`src/rtl/core/ttc_pkg.sv`:
```
`timescale 1ns / 1ps

package ttc_pkg;

  // field widths
  localparam int unsigned TimeW  = 32;
  localparam int unsigned LatW   = 31;
  localparam int unsigned LonW   = 32;
  localparam int unsigned AltW   = 25;
  localparam int unsigned SatW   = 8;
  localparam int unsigned HdopW  = 16;
  localparam int unsigned TagW   = 16;
  localparam int unsigned CfgW   = 21;
  localparam int unsigned GapW   = 17;
  // signed query time and time distances
  localparam int unsigned QW     = 35;
  // interpolation unit widths
  localparam int unsigned ValW   = 32;
  localparam int unsigned NumW   = 18;
  localparam int unsigned DenW   = 18;

  typedef enum logic [1:0] {
    CMD_CLEAR = 2'd0,
    CMD_LOAD  = 2'd1,
    CMD_RUN   = 2'd2,
    CMD_QUERY = 2'd3
  } cmd_e;

  typedef enum logic [1:0] {
    CFG_TIME_OFFSET = 2'd0,
    CFG_MAX_GAP     = 2'd1,
    CFG_INTERP_EN   = 2'd2,
    CFG_INTERP_MAX  = 2'd3
  } cfg_idx_e;

  typedef struct packed {
    logic [TimeW-1:0]        stamp;
    logic signed [LatW-1:0]  lat;
    logic signed [LonW-1:0]  lon;
    logic signed [AltW-1:0]  alt;
    logic                    alt_valid;
    logic [SatW-1:0]         sats;
    logic [HdopW-1:0]        hdop;
  } fix_t;

endpackage

```
`src/rtl/core/ttc_lerp_unit.sv`:
```
`timescale 1ns / 1ps

module ttc_lerp_unit
  import ttc_pkg::*;
(
  input  logic                   clk_i,
  input  logic                   rst_ni,
  input  logic                   start_i,
  input  logic signed [ValW-1:0] a_i,
  input  logic signed [ValW-1:0] b_i,
  input  logic [NumW-1:0]        num_i,
  input  logic [DenW-1:0]        den_i,
  output logic                   done_o,
  output logic signed [ValW-1:0] res_o
);

  localparam int unsigned DiffW = ValW + 1;
  localparam int unsigned PW    = DiffW + NumW + 1;
  localparam int unsigned NW    = PW + 1;
  localparam int unsigned RW    = DenW + 2;
  localparam int unsigned CW    = $clog2(NW);

  typedef enum logic [2:0] {U_IDLE, U_MUL, U_PREP, U_DIV, U_FIN} ustate_e;

  ustate_e                 state_q;
  logic signed [ValW-1:0]  a_q;
  logic signed [DiffW-1:0] diff_q;
  logic [NumW-1:0]         num_q;
  logic [DenW-1:0]         den_q;
  logic signed [PW-1:0]    prod_q;
  logic                    neg_q;
  logic [NW-1:0]           quo_q;
  logic [RW-1:0]           rem_q;
  logic [CW-1:0]           cnt_q;

  logic [PW-1:0]  mag;
  logic [RW-1:0]  rem_sh;
  logic [RW-1:0]  div2;
  logic           qbit;
  logic [DiffW-1:0] sum;

  // magnitude of the product, one restoring division step and the final signed add
  always_comb begin
    mag    = prod_q[PW-1] ? PW'(-prod_q) : PW'(prod_q);
    rem_sh = {rem_q[RW-2:0], quo_q[NW-1]};
    div2   = RW'({den_q, 1'b0});
    qbit   = (rem_sh >= div2);
    sum    = neg_q ? DiffW'(a_q) - DiffW'(quo_q) : DiffW'(a_q) + DiffW'(quo_q);
  end

  // sequencer: difference, multiply, rounded divide, final add
  always_ff @(posedge clk_i or negedge rst_ni) begin
    if (!rst_ni) begin
      state_q <= U_IDLE;
      done_o  <= 1'b0;
      cnt_q   <= '0;
    end else begin
      done_o <= (state_q == U_FIN);
      case (state_q)
        U_IDLE: begin
          if (start_i) begin
            a_q     <= a_i;
            diff_q  <= DiffW'(b_i) - DiffW'(a_i);
            num_q   <= num_i;
            den_q   <= den_i;
            state_q <= U_MUL;
          end
        end
        U_MUL: begin
          prod_q  <= PW'(diff_q * $signed({1'b0, num_q}));
          state_q <= U_PREP;
        end
        U_PREP: begin
          neg_q   <= prod_q[PW-1];
          quo_q   <= NW'({mag, 1'b0}) + NW'(den_q);
          rem_q   <= '0;
          cnt_q   <= '0;
          state_q <= U_DIV;
        end
        U_DIV: begin
          rem_q <= qbit ? rem_sh - div2 : rem_sh;
          quo_q <= {quo_q[NW-2:0], qbit};
          cnt_q <= cnt_q + 1'b1;
          if (cnt_q == CW'(NW - 1)) begin
            state_q <= U_FIN;
          end
        end
        U_FIN: begin
          res_o   <= ValW'(sum);
          state_q <= U_IDLE;
        end
        default: state_q <= U_IDLE;
      endcase
    end
  end

endmodule

```
`config.mk`:
```
export PLATFORM = sky130hd
export DESIGN_NAME = ttc_lerp_unit
export DESIGN_NICKNAME = d
export VERILOG_FILES = /design/src/rtl/core/ttc_pkg.sv /design/src/rtl/core/ttc_lerp_unit.sv
export SDC_FILE = /design/constraint.sdc
export NUM_CORES = 2
export LEC_CHECK = 0
export BUFFER_PORTS_ARGS = -buffer_cell sky130_fd_sc_hd__buf_2
export CAP_MARGIN = 5
export CORE_MARGIN = 2
export CORE_UTILIZATION = 45
export DETAILED_ROUTE_END_ITERATION = 6
export PLACE_DENSITY = 0.64
export RECOVER_POWER = 100
export REMOVE_ABC_BUFFERS = 1
export SYNTH_ARGS = -nofsm -noshare
export SYNTH_HDL_FRONTEND = slang
export SYNTH_SLANG_ARGS = --single-unit
```
`constraint.sdc`:
```
create_clock -name clk_i -period 13.9 [get_ports clk_i]
set_clock_uncertainty 0.05 [all_clocks]
set_input_delay 3.475 -clock clk_i [delete_from_list [all_inputs] [get_ports clk_i]]
set_output_delay 3.475 -clock clk_i [all_outputs]
set_load 0.02 [all_outputs]
```
==> metrics.cfg <==
[logic_synthesis]
synth_xor_area_share_pct = 5.571
ys_types = 80
synth_compound_area_share_pct = 9.317
async_flop_share_pct = 3.731
synth-adder-area-share_pct = 38.43
synth_edf_count = 258
yosys_warnings = 0
syn_area_um2 = 37570
ys_seq_area_share_pct = 21.29
synthMuxAreaShare_pct = 0.3263
avgSynthCellArea_um2 = 9.452
ys.flop_type = edfxtp_1
synth_cells = 3975
yosys.area_share.simple_pct = 15.86
ys_ff_latch = 268
synth_top_family_by_area = adder cells

[clock_network]
clk_pin_slew_worst_paths_ns = 0.05
cts_sinks = 268
cts_tree = built
cts_max_level = 2
ctsHoldBuffers = 0
clock_path_buffers = 3
cts_setup_buffers = 0
numCtsBuffers = 35
cts_resized = 0
clock_latency_ns = 0.56
cts_root_buf = clkbuf_16

[cells_and_area]
final_cell_mix = inv_1, fa_1, nand2_1
area_growth_pct = 7.373
drive_gt1_share_pct = 4.131
num-nets-final = 4956
final_common_cell = inv_1
fin_util_pct = 48.98

[route]
drc = 0
via_per_inst = 5.321
num_vias = 27346
post_drt_wl_per_cell_um = 18.66
first_pass_iters = 6
detail-route-antenna-nets = 0
drtIter0Drc = 1753
routed_wirelength_um = 95880

[global_routing]
antenna_found_initial = 5
grt_max_degree = 92
grt_first_pass_wirelength_um = 154100
grt-ovfl-total = 0
grt_pass1_vias = 28212
grt_util_all_layers_pct = 22.87

[job]
drv_cap = 8

[floorplan]
ios = 136
die_w_um = 293.0
start_util_pct = 45.61
num_rows = 105
dieArea_um2 = 85830
die_height_um = 293.0
coreArea_um2 = 82370

[status]
status = finished with violations
violations = max-capacitance violations, max-slew violations

[sta]
setup_viol_count_final = 0
worst_pin_slew_ns = 4.985
min_period_ns = 8.621
hold_violations = 0
tns_ns = 0
min_period_over_period_pct = 62.02
timing.slew.headroom_pct = -232.3
slew_viol_final = 427
grt_setup_unrepaired = false
max_freq_mhz = 116.0

[critical_path]
start_kind = input port
worstSetupPathType = input port to flop
arrival_ns = 8.65
cp_data_required_time_ns = 13.93
cp_max_fo = 55
cp-end-kind = flop

[place]
hpwl_um = 73940
gp_congestion = 0.8993
place.port_buffers = 135

[pwr]
p_leak_nw = 18.69
power_density_nw_per_um2 = 77.76
peakVddDrop_uv = 92.71

[worst_hold_path]
hold_class = flop to flop

power by group:
group / internal [mW] / total, mW / switching, mW / leakage (nW)
logic: 0.448 / 1.05 / 0.603 / 15.7
registers: 1.07 / 1.15 / 0.0830 / 2.49
clock network: 0.558 / 0.933 / 0.375 / 0.547
critical path: stages:
cell,delay (ns)
clkbuf_1,0.50
and4b_1,2.18
clkbuf_1,2.38
area by class of cell:
type                       count  area (um^2)
inverter                     781         2932
antenna                        2        5.005
multi-input combinational   2791        26120
clock inverter                18        241.5
tap                         1070         1339
sequential                   268         7998
fill                        7767        42030
timing repair buffer         168        812.0
clock buffer                  41        898.4
final timing paths:
kind,startpoint,to,slack [ns],cells after the start
min in group asynchronous,rst_ni,cnt_q[3]$_DFFE_PN0N_,2.89,1
max,rst_ni,num_q[12]$_DFFE_PP_,5.28,3
min,quo_q[41]$_DFFE_PP_,quo_q[42]$_DFFE_PP_,0.49,2
max in group asynchronous,rst_ni,state_q[2]$_DFFE_PN0P_,10.48,1
min reg2reg,quo_q[41]$_DFFE_PP_,quo_q[42]$_DFFE_PP_,0.49,2
max reg2reg,num_q[10]$_DFFE_PP_,prod_q[45]$_DFFE_PP_,5.63,24
layer usage:
layer  vias up  track usage (%)  part of all wire, %  routed length [um]
met5         -                0                    0                   0
met4         0            6.879                  3.0                2898
met3       145            3.457                  6.7                6452
met2       810            38.47                   47               45250
met1     13638            30.58                   43               41280
li1      12753                -                    -                   -
registers in the layout, summed over array words and instances (netlist names), 3 cells and up:
signal / cells
den_q: 18
num_q: 18
res_o: 32
quo_q: 53
state_q: 3
diff_q: 33
prod_q: 52
cnt_q: 6
a_q: 32
rem_q: 19
kinds of logic after synthesis:
group	after synthesis
flip-flops	268
multiplexers	12
adder cells (fa/ha/maj)	808
AND/OR/NAND/NOR	1179
AO/OA/AOI/OAI	553
buffers and inverters	916
XOR/XNOR	239
through the flow:
stage | setup slack (ns) | power, mW | instances | instance area [um^2] | hold slack [ns]
after CTS | 6.304 | 3.155 | 5137 | 40490 | 0.4868
after detailed placement | 6.059 | 2.209 | 5078 | 39350 | 0.4736
after global placement | 6.043 | 2.194 | 5078 | 39350 | 0.4610
after floorplan | 4.852 | 1.943 | 3840 | 37050 | 0.4430
after global routing | 4.770 | 3.332 | 5137 | 40340 | 0.5170
final | 5.279 | 3.137 | 5139 | 40340 | 0.4875
cells in the mapped netlist (all sizes together), types with 5 or more instances:
library cell / count / area (um^2)
a211oi: 13 / 97.59
a21boi: 5 / 37.54
a21o: 79 / 593.1
a21oi: 180 / 900.9
a22o: 7 / 61.31
a31oi: 18 / 112.6
a41oi: 5 / 43.79
and2: 327 / 2048
and3: 14 / 88.84
clkbuf: 131 / 491.7
dfrtp: 10 / 250.2
edfxtp: 258 / 7747
fa: 577 / 11550
ha: 231 / 2890
inv: 781 / 2932
mux2i: 10 / 100.1
nand2: 410 / 1539
nand2b: 25 / 156.4
nand3: 43 / 215.2
nand3b: 5 / 37.54
nand4: 22 / 158.9
nor2: 175 / 656.9
nor2b: 31 / 193.9
nor3: 55 / 285.3
nor3b: 5 / 37.54
nor4: 17 / 163.9
o211ai: 9 / 95.09
o21a: 24 / 180.2
o21ai: 120 / 600.6
o21bai: 19 / 142.6
o31a: 12 / 105.1
o31ai: 15 / 112.6
o41ai: 10 / 87.58
or2: 8 / 52.55
or3: 13 / 81.33
or4: 13 / 105.1
xnor2: 162 / 1419
xor2: 77 / 674.4
No activity file was read; power rests on OpenSTA's default activity.
